==> config.mk <==
export PLATFORM = sky130hd
export DESIGN_NAME = smtp_dot_stuffer_top
export DESIGN_NICKNAME = d
export VERILOG_FILES = /design/src/sv/smtp_ds_pkg.sv /design/src/sv/smtp_dot_stuffer_top.sv /design/src/sv/smtp_ds_front.sv /design/src/sv/smtp_ds_fifo.sv /design/src/sv/smtp_ds_back.sv
export SDC_FILE = /design/constraint.sdc
export NUM_CORES = 1
export LEC_CHECK = 0
export BUFFER_PORTS_ARGS = -buffer_cell sky130_fd_sc_hd__clkbuf_2
export CAP_MARGIN = 20
export CORE_ASPECT_RATIO = 0.7
export CORE_MARGIN = 3
export CORE_UTILIZATION = 53
export DETAILED_ROUTE_END_ITERATION = 8
export HOLD_SLACK_MARGIN = 0.08
export MAX_ROUTING_LAYER = met4
export PLACE_DENSITY = 0.73
export SLEW_MARGIN = 20
export SYNTH_ARGS = -nofsm -noshare
export SYNTH_HDL_FRONTEND = slang
export SYNTH_SLANG_ARGS = --single-unit
==> constraint.sdc <==
create_clock -name i_clk -period 8.49 [get_ports i_clk]
set_clock_uncertainty 0.2 [all_clocks]
set_input_delay 0.4245 -clock i_clk [delete_from_list [all_inputs] [get_ports i_clk]]
set_output_delay 0.4245 -clock i_clk [all_outputs]
set_load 0.1 [all_outputs]
==> src/sv/smtp_ds_pkg.sv <==
`timescale 1ns / 1ps
`default_nettype none
package smtp_ds_pkg;

    localparam logic [7:0] BYTE_CR  = 8'h0D;
    localparam logic [7:0] BYTE_LF  = 8'h0A;
    localparam logic [7:0] BYTE_DOT = 8'h2E;

    localparam int MAX_RUN = 4;
    localparam int RUN_CNT_W = 3;

    typedef struct packed {
        logic [MAX_RUN-1:0][7:0] bytes;
        logic [RUN_CNT_W-1:0]    cnt;
        logic                    crlf;
    } t_run;

    function automatic logic [7:0] find_byte(input logic [1:0] idx);
        logic [7:0] v;
        case (idx)
            2'd0:    v = BYTE_CR;
            2'd1:    v = BYTE_LF;
            default: v = BYTE_DOT;
        endcase
        return v;
    endfunction

    function automatic logic [7:0] repl_byte(input logic [1:0] idx);
        logic [7:0] v;
        case (idx)
            2'd0:    v = BYTE_CR;
            2'd1:    v = BYTE_LF;
            default: v = BYTE_DOT;
        endcase
        return v;
    endfunction

endpackage
`default_nettype wire

==> src/sv/smtp_dot_stuffer_top.sv <==
// Channel  Direction  tdata (low bit up)  tuser (low bit up)  tlast
// s_axis   in         data_byte [7:0]     end_of_buffer       -
// m_axis   out        out_byte [7:0]      ends_with_crlf      last_of_run
//
// One input word is taken per cycle while the run queue has room.
// Each input word yields zero to four output words, sent one per cycle by the serialiser while the output is ready.
// A run passes through the run queue and then the serialiser's run register on its way to the output.
// Reset is synchronous and active low; it empties the queue and clears the match state.
// Either side may stall; the run queue lets input carry on while output waits.
`timescale 1ns / 1ps
`default_nettype none
module smtp_dot_stuffer_top #(
    parameter int FIFO_DEPTH = 4
) (
    input  wire logic       i_clk,
    input  wire logic       i_rst_n,
    input  wire logic       s_axis_tvalid,
    output logic            s_axis_tready,
    input  wire logic [7:0] s_axis_tdata,  // data_byte
    input  wire logic       s_axis_tuser,  // end_of_buffer
    output logic            m_axis_tvalid,
    input  wire logic       m_axis_tready,
    output logic [7:0]      m_axis_tdata,  // out_byte
    output logic            m_axis_tlast,
    output logic            m_axis_tuser   // ends_with_crlf
);
    import smtp_ds_pkg::*;

    t_run front_run;
    t_run queue_run;
    logic push;
    logic full;
    logic pop;
    logic queue_valid;

    smtp_ds_front u_front (
        .i_clk   (i_clk),
        .i_rst_n (i_rst_n),
        .i_valid (s_axis_tvalid),
        .o_ready (s_axis_tready),
        .i_data  (s_axis_tdata),
        .i_eob   (s_axis_tuser),
        .i_full  (full),
        .o_push  (push),
        .o_run   (front_run)
    );

    smtp_ds_fifo #(
        .DEPTH (FIFO_DEPTH)
    ) u_fifo (
        .i_clk   (i_clk),
        .i_rst_n (i_rst_n),
        .i_push  (push),
        .i_run   (front_run),
        .o_full  (full),
        .i_pop   (pop),
        .o_valid (queue_valid),
        .o_run   (queue_run)
    );

    smtp_ds_back u_back (
        .i_clk   (i_clk),
        .i_rst_n (i_rst_n),
        .i_valid (queue_valid),
        .i_run   (queue_run),
        .o_pop   (pop),
        .o_valid (m_axis_tvalid),
        .i_ready (m_axis_tready),
        .o_data  (m_axis_tdata),
        .o_last  (m_axis_tlast),
        .o_crlf  (m_axis_tuser)
    );

endmodule
`default_nettype wire

==> src/sv/smtp_ds_front.sv <==
`timescale 1ns / 1ps
`default_nettype none
module smtp_ds_front (
    input  wire logic              i_clk,
    input  wire logic              i_rst_n,
    input  wire logic              i_valid,
    output logic                   o_ready,
    input  wire logic [7:0]        i_data,
    input  wire logic              i_eob,
    input  wire logic              i_full,
    output logic                   o_push,
    output smtp_ds_pkg::t_run      o_run
);
    import smtp_ds_pkg::*;

    logic [1:0] r_ml, n_ml;
    logic [1:0] r_as, n_as;
    logic       r_crlf, n_crlf;

    logic       accept;
    logic       match;
    logic       mism;
    logic [2:0] ml1;
    logic [1:0] as1;
    logic [1:0] ml2;
    logic [1:0] as2;
    logic       full_match;
    logic [RUN_CNT_W-1:0] n;
    t_run       run;

    assign o_ready = !i_full;
    assign accept  = i_valid && o_ready;

    always_comb begin
        match = (i_data == find_byte(r_ml));
        mism  = !match && (r_ml != 2'd0);
        if (match) begin
            ml1    = {1'b0, r_ml} + 3'd1;
            n_crlf = (r_ml == 2'd1);
        end else if (mism) begin
            ml1    = (i_data == BYTE_CR) ? 3'd1 : 3'd0;
            n_crlf = 1'b0;
        end else begin
            ml1    = 3'd0;
            n_crlf = r_crlf;
        end
        as1        = mism ? 2'd0 : r_as;
        full_match = (ml1 == 3'd3);
        ml2        = full_match ? 2'd0 : ml1[1:0];
        as2        = full_match ? 2'd0 : as1;

        run.bytes = '0;
        n = '0;
        for (int k = 0; k < 3; k++) begin
            if (mism && (2'(k) >= r_as) && (2'(k) < r_ml)) begin
                run.bytes[n[1:0]] = find_byte(2'(k));
                n = n + 1'b1;
            end
        end
        if (full_match) begin
            for (int k = 0; k < MAX_RUN; k++) begin
                if (2'(k) >= as1) begin
                    run.bytes[n[1:0]] = repl_byte(2'(k));
                    n = n + 1'b1;
                end
            end
        end else if (ml1 == 3'd0) begin
            run.bytes[n[1:0]] = i_data;
            n = n + 1'b1;
        end
        if (i_eob) begin
            for (int k = 0; k < 3; k++) begin
                if ((2'(k) >= as2) && (2'(k) < ml2)) begin
                    run.bytes[n[1:0]] = find_byte(2'(k));
                    n = n + 1'b1;
                end
            end
        end
        n_ml     = ml2;
        n_as     = i_eob ? ml2 : as2;
        run.cnt  = n;
        run.crlf = n_crlf;
    end

    assign o_run  = run;
    assign o_push = accept && (n != '0);

    always_ff @(posedge i_clk) begin
        if (!i_rst_n) begin
            r_ml   <= 2'd0;
            r_as   <= 2'd0;
            r_crlf <= 1'b0;
        end else if (accept) begin
            r_ml   <= n_ml;
            r_as   <= n_as;
            r_crlf <= n_crlf;
        end
    end

endmodule
`default_nettype wire

==> src/sv/smtp_ds_fifo.sv <==
`timescale 1ns / 1ps
`default_nettype none
module smtp_ds_fifo #(
    parameter int DEPTH = 4
) (
    input  wire logic              i_clk,
    input  wire logic              i_rst_n,
    input  wire logic              i_push,
    input  smtp_ds_pkg::t_run      i_run,
    output logic                   o_full,
    input  wire logic              i_pop,
    output logic                   o_valid,
    output smtp_ds_pkg::t_run      o_run
);
    import smtp_ds_pkg::*;

    localparam int PTR_W = (DEPTH > 1) ? $clog2(DEPTH) : 1;
    localparam int CNT_W = $clog2(DEPTH + 1);

    t_run             mem [DEPTH];
    logic [PTR_W-1:0] r_wr, r_rd;
    logic [CNT_W-1:0] r_cnt;
    logic             do_push;
    logic             do_pop;

    assign o_full  = (r_cnt == CNT_W'(DEPTH));
    assign o_valid = (r_cnt != '0);
    assign o_run   = mem[r_rd];
    assign do_push = i_push && !o_full;
    assign do_pop  = i_pop && o_valid;

    always_ff @(posedge i_clk) begin
        if (do_push) begin
            mem[r_wr] <= i_run;
        end
    end

    always_ff @(posedge i_clk) begin
        if (!i_rst_n) begin
            r_wr  <= '0;
            r_rd  <= '0;
            r_cnt <= '0;
        end else begin
            if (do_push) begin
                r_wr <= (r_wr == PTR_W'(DEPTH - 1)) ? '0 : r_wr + 1'b1;
            end
            if (do_pop) begin
                r_rd <= (r_rd == PTR_W'(DEPTH - 1)) ? '0 : r_rd + 1'b1;
            end
            if (do_push && !do_pop) begin
                r_cnt <= r_cnt + 1'b1;
            end else if (do_pop && !do_push) begin
                r_cnt <= r_cnt - 1'b1;
            end
        end
    end

endmodule
`default_nettype wire

==> src/sv/smtp_ds_back.sv <==
`timescale 1ns / 1ps
`default_nettype none
module smtp_ds_back (
    input  wire logic              i_clk,
    input  wire logic              i_rst_n,
    input  wire logic              i_valid,
    input  smtp_ds_pkg::t_run      i_run,
    output logic                   o_pop,
    output logic                   o_valid,
    input  wire logic              i_ready,
    output logic [7:0]             o_data,
    output logic                   o_last,
    output logic                   o_crlf
);
    import smtp_ds_pkg::*;

    t_run       r_run;
    logic       r_valid;
    logic [1:0] r_idx;
    logic       last;
    logic       done;

    assign last    = ({1'b0, r_idx} == (r_run.cnt - 1'b1));
    assign done    = r_valid && i_ready && last;
    assign o_pop   = i_valid && (!r_valid || done);
    assign o_valid = r_valid;
    assign o_data  = r_run.bytes[r_idx];
    assign o_last  = last;
    assign o_crlf  = r_run.crlf;

    always_ff @(posedge i_clk) begin
        if (o_pop) begin
            r_run <= i_run;
        end
    end

    always_ff @(posedge i_clk) begin
        if (!i_rst_n) begin
            r_valid <= 1'b0;
            r_idx   <= 2'd0;
        end else if (o_pop) begin
            r_valid <= 1'b1;
            r_idx   <= 2'd0;
        end else if (done) begin
            r_valid <= 1'b0;
            r_idx   <= 2'd0;
        end else if (r_valid && i_ready) begin
            r_idx <= r_idx + 1'b1;
        end
    end

endmodule
`default_nettype wire

==> results.txt, run 1 <==
Status = finished clean
Core footprint = 17300 µm²
Worst Setup End Kind = flip-flop
Top delay family on crit path = adder cells
Post-synth ARST share = 0%
RR Startpoint = u_front.r_ml[0]
Max Slew Vio Count = 0
Vias per inst = 6.22
Critical path data required time = 8.34 ns
CTS tree = done
Reg power frac = 44.6%
Layout cells sized above 1 = 25.2%
Slowest CP cell = and2_2
Top-level I/O count = 25
Peak Freq = 124 MHz
CP startpoint = u_front.r_ml[0]
Final hold slack = 0.113 ns
CP most frequent cell = ha_1
Total placed instance area = 9970 µm²
Post-synth top flop = edfxtp_1
Final weighted congestion in routability-driven placement = 0.989
Cells taking the most area after synthesis = edfxtp_1 57%, mux4_2 10%, ha_1 5.9%, dfxtp_1 3.2%, nand2_1 1.9%
Crit Path Max Fanout = 36
Switching Fraction = 33.7%
WP buf/inv = 5
Num rows = 40
Cell total after placement = 909
Total congestion overflow = 0
Worst rel slew slack = 27.9%
Critical path arrival = 7.93 ns
DP HPWL = 15.0 mm
Clock Pin Slew Worst Setup and Hold Paths = 0.08 ns
Die Ht = 118 µm
Vias = 5906
DRC violation count after routing = 0
CTS buffer count = 17
Maxcap violations = 0
Final instance area = 10700 µm²
Clk Latency, worst-skew pair = 0.43 ns
Met2 Use GR = 33.8%
Largest net degree at the start of global routing = 40
Final Critical Period = 8.08 ns
Yosys reg bits = 195
Synth cell types = 77
Synth Area per Inst = 14.5 µm²
Post-synth EDFFs = 180
Overall die area = 19500 µm²
Reg2reg setup slack = 0.41 ns
Post-Route WL = 22.1 mm
# H-tree levels = 4
Non-Filler Instances = 949
CP Launch Type = flip-flop
Met3 usage = 6.01%
Hold-fix buffers, CTS = 0
Ratio of final minimum period to clock period = 95.2%
Power per Cell Area = 279 nW/µm²
Critical path's largest stage delay = 0.82 ns
Die W = 166 µm
Iteration-0 DRC Markers = 534
1st-pass router iterations = 5
Clk pwr share = 27.6%
Met1 Use GR = 34.1%
Yosys warns = 0
Post-Syn Instances = 655
Clk sinks = 195
I/O Buffers = 24
Internal power = 1990 µW
Fin. Hold Viols = 0
Number of cells on the critical path = 34
Worst r2r path cells = 34
Seq/Total Area, Yosys = 60.2%
Antenna Cells = 0
Grt peak-use layer = met1
Pre-CTS WS = -0.105 ns
RSZ-0062 raised after global routing = no
Global-route wire length before repair = 34.4 mm
Critical Path End = u_fifo.mem[0][6]
Total track usage = 23.7%
Max clock buf depth = 2
R2R Path End = u_fifo.mem[0][6]
Largest area contributor in the netlist = edfxtp_1
P&R area growth vs syn = 13.3%
CP Class = flip-flop to flip-flop
Vias in the first global route = 5962
Clk root buf = clkbuf_16
Peak VDD IR = 0.276 mV
Final worst slack = 0.410 ns
Post-synth top area share = 57.1%
Mapped Nets = 715
Comb pwr share = 27.8%
Mapped Area = 9470 µm²
Switch Pwr = 1010 µW
Initial antenna violation count = 0
Worst slew pin tran = 1.07 ns
Type of the tightest min-delay check = input pin to flip-flop
Nets = 765
Per-cell routed wire length = 23.3 µm
Starting density of the core = 54.7%
Antenna-violating nets left = 0
Leak = 0.00382 µW
Setup violations, final = 0
==> metal layers <==
metal | wire length, µm | share of wire [%]
met2 | 9820 | 44
met5 | 0 | 0
met1 | 9880 | 45
met3 | 1940 | 8.8
met4 | 495 | 2.2
==> worst min-delay path by stage <==
stage | start | end | cells after the start
final | m_axis_tready | u_back.o_valid | 4
after global routing | m_axis_tready | u_back.o_valid | 4
after CTS | m_axis_tready | u_back.o_valid | 4
after detailed placement | u_front.r_crlf | u_front.r_crlf | 2
after global placement | u_front.r_crlf | u_front.r_crlf | 2
after floorplan | u_front.r_crlf | u_front.r_crlf | 2
==> cells by family (layout without fill, tap and decap cells) <==
| group | count (synthesis) | in the layout | synth area share [%] |
|---|---|---|---|
| simple gates | 170 | 170 | 9.23 |
| compound gates | 116 | 116 | 8.65 |
| fa+ha+maj | 47 | 47 | 6.37 |
| buf+inv | 58 | 121 | 2.50 |
| xor+xnor | 19 | 19 | 1.92 |
| mux | 50 | 50 | 11.1 |
| flops | 195 | 195 | 60.2 |
==> cell usage in the layout (no fill, tap or decap), types with 10 or more instances in the layout <==
master / count
clkbuf_2: 24
mux4_2: 44
nand2_1: 49
nand3_1: 15
clkbuf_16: 17
xnor2_1: 10
buf_4: 33
and3_1: 14
inv_1: 27
edfxtp_1: 180
dfxtp_1: 12
nor2_1: 40
a21oi_1: 23
ha_1: 41
o21ai_0: 18
==> layout make-up <==
type,instances,area [µm²]
clock inverter,15,205
clock buffer,17,425
inverter,32,120
multi-input combinational,402,3620
fill,1274,6580
timing repair buffer,57,368
tap,231,289
sequential,195,5710
==> state kept, by name, summed over array words and instances, names as in the netlist <==
register        flops
u_back.o_valid      1
u_front.r_ml        2
u_front.r_as        2
u_back.r_idx        2
u_fifo.r_cnt        3
u_fifo.r_rd         2
u_back.r_run       35
u_fifo.mem        144
u_front.r_crlf      1
u_back.o_crlf       1
u_fifo.r_wr         2
==> cells in the mapped netlist, drive strengths merged (3+ instances only) <==
library cell and number:
nor2b 6, a31oi 7, a21boi 7, mux2i 4, a21o 4, o21a 3
nor3 7, edfxtp 180, or3 5, and2 12, nand4 3, mux4 44
o31ai 7, a21oi 26, inv 31, nand2 50, and3 14, clkbuf 14
a211oi 4, dfxtp 15, xor2 7, xnor2 12, o21ai 24, o22ai 5
nand3 15, ha 45, buf 12, a22oi 6, nor2 43
==> metrics by stage <==
| step | utilization [%] | total power, µW | setup TNS, ns |
|---|---|---|---|
| after floorplan | - | 2010 | 0 |
| after global placement | 57.6 | 2160 | 0 |
| final | 62.0 | 3000 | 0 |
| after CTS | 61.3 | 3010 | 0 |
| after global routing | 62.0 | 3120 | 0 |
| after detailed placement | 57.6 | 2200 | -0.105 |
==> power by group through the flow <==
stage	logic, µW	registers (µW)	clock network, µW
finish	835	1340	826
global route	893	1350	878
CTS	840	1340	834
detailed placement	835	1360	0
global placement	810	1350	0
floorplan	646	1360	0
==> worst register-to-register path, delay by kind of cell, from the launching register on <==
family / cells / cell delay, ns
xor gates and xnor gates: 2 / 0.36
buffers and inverters: 5 / 0.48
adders and majority gates: 9 / 2.64
DFF: 1 / 0.35
AOI/OAI and AO/OA: 7 / 1.16
and+or+nand+nor: 8 / 1.80
muxes: 3 / 0.71
==> repair_timing <==
item,in CTS,in global routing
resized for setup,2,16
endpoints found under the setup margin,145,146
pin swaps,1,3
buffers inserted,2,6
No activity file was read; power rests on OpenSTA's default activity.
==> inputs of run 2 (changes only) <==
==> constraint.sdc (replaced) <==
create_clock -name i_clk -period 8.49 [get_ports i_clk]
set_clock_uncertainty 0.2 [all_clocks]
set_input_delay 1.2735 -clock i_clk [delete_from_list [all_inputs] [get_ports i_clk]]
set_output_delay 1.2735 -clock i_clk [all_outputs]
set_load 0.1 [all_outputs]
==> results.txt, run 2 (synthesis results as in run 1) <==
Per-cell routed wire length = 23.7 µm
Biggest regs = u_fifo.mem: 144 flops, u_back.r_run: 35 flops, u_fifo.r_cnt: 3 flops
Top-level I/O count = 25
Clk sinks = 195
Nets = 781
I/O Buffers = 24
Crit Path Max Fanout = 6
Total congestion overflow = 0
DRC violation count after routing = 0
CTS buffer count = 17
Type of the tightest min-delay check = flip-flop to flip-flop
Initial antenna violation count = 0
Leak = 0.00389 µW
RR Startpoint = u_front.r_ml[0]
Final Critical Period = 8.11 ns
RSZ-0062 raised after global routing = no
Maxcap violations = 0
Iteration-0 DRC Markers = 636
Core footprint = 17300 µm²
Vias in the first global route = 5904
Setup violations, final = 0
P&R area growth vs syn = 15.0%
Critical Path End = u_fifo.r_cnt[2]
Worst r2r path cells = 38
CP Class = input pin to flip-flop
Fin. Hold Viols = 0
Total track usage = 24.9%
Peak Freq = 123 MHz
Critical path's largest stage delay = 0.57 ns
Clk root buf = clkbuf_16
Critical path arrival = 8.27 ns
Antenna Cells = 0
Die W = 166 µm
Final weighted congestion in routability-driven placement = 0.989
DP HPWL = 16.5 mm
CTS tree = done
# H-tree levels = 4
Storage element area = 5710 µm²
Ratio of final minimum period to clock period = 95.5%
Num rows = 40
Worst slew pin tran = 0.925 ns
Largest net degree at the start of global routing = 40
Power per Cell Area = 276 nW/µm²
Worst Setup End Kind = flip-flop
Top reg by flops = u_fifo.mem
CP startpoint = s_axis_tdata[0]
Global-route wire length before repair = 35.7 mm
Post-Route WL = 22.9 mm
Die Ht = 118 µm
Layout cells sized above 1 = 27.0%
CP Launch Type = input pin
Antenna-violating nets left = 0
Vias = 5875
Overall die area = 19500 µm²
Max clock buf depth = 2
Clk Latency, worst-skew pair = 0.44 ns
Starting density of the core = 54.7%
Status = finished clean
Commonest non-fill, non-tap cell in the layout = edfxtp_1
Worst rel slew slack = 37.9%
Critical path data required time = 8.65 ns
Max Slew Vio Count = 0
Vias per inst = 6.09
Setup TNS = 0 ns
Clock Pin Slew Worst Setup and Hold Paths = 0.07 ns
Peak VDD IR = 0.418 mV
Final hold slack = 0.288 ns
R2R Path End = u_fifo.r_cnt[2]
Fillers = 1271
Tot Pwr = 3000 µW
Total placed instance area = 10300 µm²
Max reg flops = 144
Multi-input gate area = 3630 µm²
Slowest CP cell = fa_2
Final instance area = 10900 µm²
Most frequent cells in the layout = 180 x edfxtp_1, 49 x nand2_1, 45 x buf_4, 44 x mux4_2
Post CTS Setup Buffer Count = 0
Reg2reg setup slack = 0.45 ns
1st-pass router iterations = 5
-- run 2: cell count changes in the layout (fill, tap and decap cells not counted), sizes merged --
cell,previous run,this run
buf,33,49
-- run 2: metal layers --
layer / vias up / global-route usage, % / wire length (µm)
li1: 2653 / - / -
met1: 2965 / 34.8 / 10200
met2: 219 / 37.6 / 10600
met3: 38 / 5.47 / 1620
met4: 0 / 6.60 / 388
met5: - / - / 0
-- run 2: cell type report --
cell class	instances	share of cell area [%]
Sequential cell	195	52.4
Multi-Input combinational cell	402	33.3
Timing Repair Buffer	73	4.94
Clock buffer	17	3.90
Tap cell	231	2.65
Clock inverter	15	1.68
Inverter	32	1.13
-- run 2: worst min-delay path by stage --
| stage | startpoint | to | slack, ns | depth (start not counted) |
|---|---|---|---|---|
| floorplan | u_front.r_crlf | u_front.r_crlf | 0.24 | 2 |
| global placement | u_front.r_crlf | u_front.r_crlf | 0.26 | 2 |
| detailed placement | u_front.r_crlf | u_front.r_crlf | 0.28 | 2 |
| CTS | u_front.r_crlf | u_front.r_crlf | 0.29 | 2 |
| global route | u_front.r_crlf | u_front.r_crlf | 0.33 | 2 |
| finish | u_front.r_crlf | u_front.r_crlf | 0.29 | 2 |
-- run 2: what timing repair did --
action	in CTS	in global routing
gates resized for setup	0	2
setup endpoints to repair	0	1
hold buffers	0	0
-- run 2: metrics by stage --
stage               setup slack [ns]  cells  util, %
floorplan                     0.0413    655        -
global placement               0.142    933     59.4
detailed placement           -0.0139    933     59.4
CTS                            0.263    965     62.9
global route                  0.0417    965     62.9
finish                         0.378    965     62.9
-- run 2: worst max-delay path, delay by kind of cell --
family	cells	cell delay, ns
adders and majority gates	10	2.83
and+or+nand+nor	8	1.33
AOI/OAI and AO/OA	8	1.30
muxes	3	0.66
xor gates and xnor gates	3	0.51
buffers and inverters	5	0.36
-- run 2: power by group --
group,total [µW],switching (µW),internal (µW)
logic,858,560,298
clock network,803,379,424
registers,1340,65.7,1280
total,3000,1010,2000
==> inputs of run 3 (changes only) <==
--- a/config.mk
+++ b/config.mk
@@ -17,4 +17,5 @@
 export SLEW_MARGIN = 20
 export SYNTH_ARGS = -nofsm -noshare
 export SYNTH_HDL_FRONTEND = slang
+export SYNTH_HIERARCHICAL = 1
 export SYNTH_SLANG_ARGS = --single-unit
==> results.txt, run 3 <==
Iteration-0 DRC Markers = 655
Die Ht = 120 µm
DRC violation count after routing = 0
Die W = 169 µm
Post-synth ARST share = 0%
Critical path's largest stage delay = 0.58 ns
Top-count cell post-synth = edfxtp_1
Clk sinks = 197
I/O Buffers = 24
Initial antenna violation count = 0
Overall die area = 20400 µm²
Clk Latency, worst-skew pair = 0.43 ns
Final instance area = 11300 µm²
Type of the tightest min-delay check = flip-flop to flip-flop
Ratio of final minimum period to clock period = 98.2%
Largest net degree at the start of global routing = 37
Post-Syn Instances = 696
Top reg by flops = u_fifo/mem
Mapped Nets = 754
Post-synth top area share = 54.6%
Num rows = 41
P&R area growth vs syn = 13.9%
Global-route wire length before repair = 35.7 mm
Setup violations, final = 0
Most frequent cells in the layout = 180 x edfxtp_1, 58 x nand2_1, 44 x buf_4, 40 x ha_1, 32 x inv_1
Tot Pwr = 3010 µW
CP Launch Type = input pin
Cells taking the most area after synthesis = edfxtp_1 55%, mux4_2 6.8%, ha_1 5.4%, mux4_1 3.7%, dfxtp_1 3.4%
Critical path data required time = 8.65 ns
Clock Pin Slew Worst Setup and Hold Paths = 0.08 ns
Slowest CP cell = fa_2
CP most frequent cell = ha_1
Yosys reg bits = 197
Biggest regs = u_fifo/mem: 144 flops, u_back/r_run: 35 flops, u_fifo/r_cnt: 3 flops
CTS buffer count = 17
Worst rel slew slack = 21.5%
Post-synth top flop = edfxtp_1
Peak VDD IR = 0.149 mV
Fin. Hold Viols = 0
CP Class = input pin to flip-flop
Setup TNS = 0 ns
Clk root buf = clkbuf_16
DP HPWL = 16.3 mm
Post-Route WL = 23.4 mm
Max reg flops = 144
Nets = 822
CTS tree = done
Final Critical Period = 8.34 ns
Core footprint = 18200 µm²
Per-cell routed wire length = 23.1 µm
Mapped Area = 9900 µm²
Hold-fix buffers, CTS = 0
Non-Filler Instances = 1013
Synth cell types = 79
Leak = 0.00409 µW
Worst Setup End Kind = flip-flop
Post-synth EDFFs = 180
Final core occ = 62.1%
Vias = 6294
Yosys warns = 6
Antenna Cells = 0
Total track usage = 24.2%
Final weighted congestion in routability-driven placement = 0.938
Peak Freq = 120 MHz
Power per Cell Area = 267 nW/µm²
Synth Area per Inst = 14.2 µm²
Status = finished clean
Max clock buf depth = 2
Vias in the first global route = 6208
Total congestion overflow = 0
# H-tree levels = 4
Vias per inst = 6.21
Starting density of the core = 54.5%
Critical path arrival = 8.49 ns
1st-pass router iterations = 5
Antenna-violating nets left = 0
Total placed instance area = 10500 µm²
Seq/Total Area, Yosys = 58.1%
Worst slew pin tran = 1.17 ns
Commonest cells post-synth = 180 x edfxtp_1, 59 x nand2_1, 43 x ha_1
Max Slew Vio Count = 0
Top-level I/O count = 25
Crit Path Max Fanout = 5
Largest area contributor in the netlist = edfxtp_1
Cell total after placement = 977
Maxcap violations = 0
Commonest non-fill, non-tap cell in the layout = edfxtp_1
Layout cells sized above 1 = 22.4%
==> run 3: cell count changes after synthesis, moves of 11 or more <==
cell     delta
o21ai_0    +12
nor2_1     -12
mux4_1     +14
nand3_1    +13
mux4_2     -14
and2_1     +11
==> run 3: cell type report <==
cell class	count	area (µm²)
Fill cell	1289	6890
Multi-Input combinational cell	442	3940
Sequential cell	197	5750
Inverter	33	124
Clock inverter	15	203
Clock buffer	17	425
Timing Repair Buffer	73	542
Tap cell	236	295
==> run 3: worst paths after layout <==
| kind | startpoint | to | slack (ns) | depth (start not counted) |
|---|---|---|---|---|
| setup / recovery | s_axis_tdata[7] | u_fifo/r_cnt[2] | 0.15 | 38 |
| hold / removal | u_fifo/r_wr[1] | u_fifo/r_wr[1] | 0.31 | 2 |
| setup reg to reg | u_front/r_ml[0] | u_fifo/r_cnt[2] | 0.48 | 40 |
| hold reg to reg | u_fifo/r_wr[1] | u_fifo/r_wr[1] | 0.31 | 2 |
==> run 3: critical path: cells and delay by family <==
| family | cells | cell delay (ns) |
|---|---|---|
| fa+ha+maj | 10 | 2.99 |
| compound gates | 10 | 1.70 |
| simple gates | 10 | 1.37 |
| buf+inv | 6 | 0.75 |
| xor+xnor | 2 | 0.36 |
==> run 3: cell families after synthesis <==
group,Yosys count,synth area share [%]
simple gates,209,11.7
mux,50,11.2
buf+inv,57,3.17
fa+ha+maj,45,5.84
compound gates,122,8.45
xor+xnor,16,1.57
flops,197,58.1
==> run 3: through the flow <==
stage               setup slack [ns]  hold slack [ns]
detailed placement            -0.295            0.301
finish                         0.152            0.310
CTS                           0.0958            0.311
floorplan                    0.00992            0.244
global placement              0.0204            0.267
global route                  -0.115            0.334
==> run 3: routing by layer <==
layer  up-vias  part of all wire (%)  GRT usage [%]
met5         -                     0              -
met3        19                   7.3           5.07
met1      3197                    45           34.4
met2       247                    47           36.7
met4         0                  0.76           4.90
li1       2831                     -              -
==> run 3: where the power goes <==
| group | leakage (µW) | switching [µW] | internal, µW |
|---|---|---|---|
| clock | 0.000297 | 399 | 429 |
| combinational | 0.00202 | 548 | 260 |
| sequential | 0.00177 | 69.1 | 1300 |
| total | 0.00409 | 1020 | 1990 |
==> run 3: what timing repair did <==
item / 4_1_cts / 5_1_grt
setup endpoints to repair: 0 / 2
hold endpoints to repair: 0 / 0
resized for setup: 0 / 10
setup buffers: 0 / 4
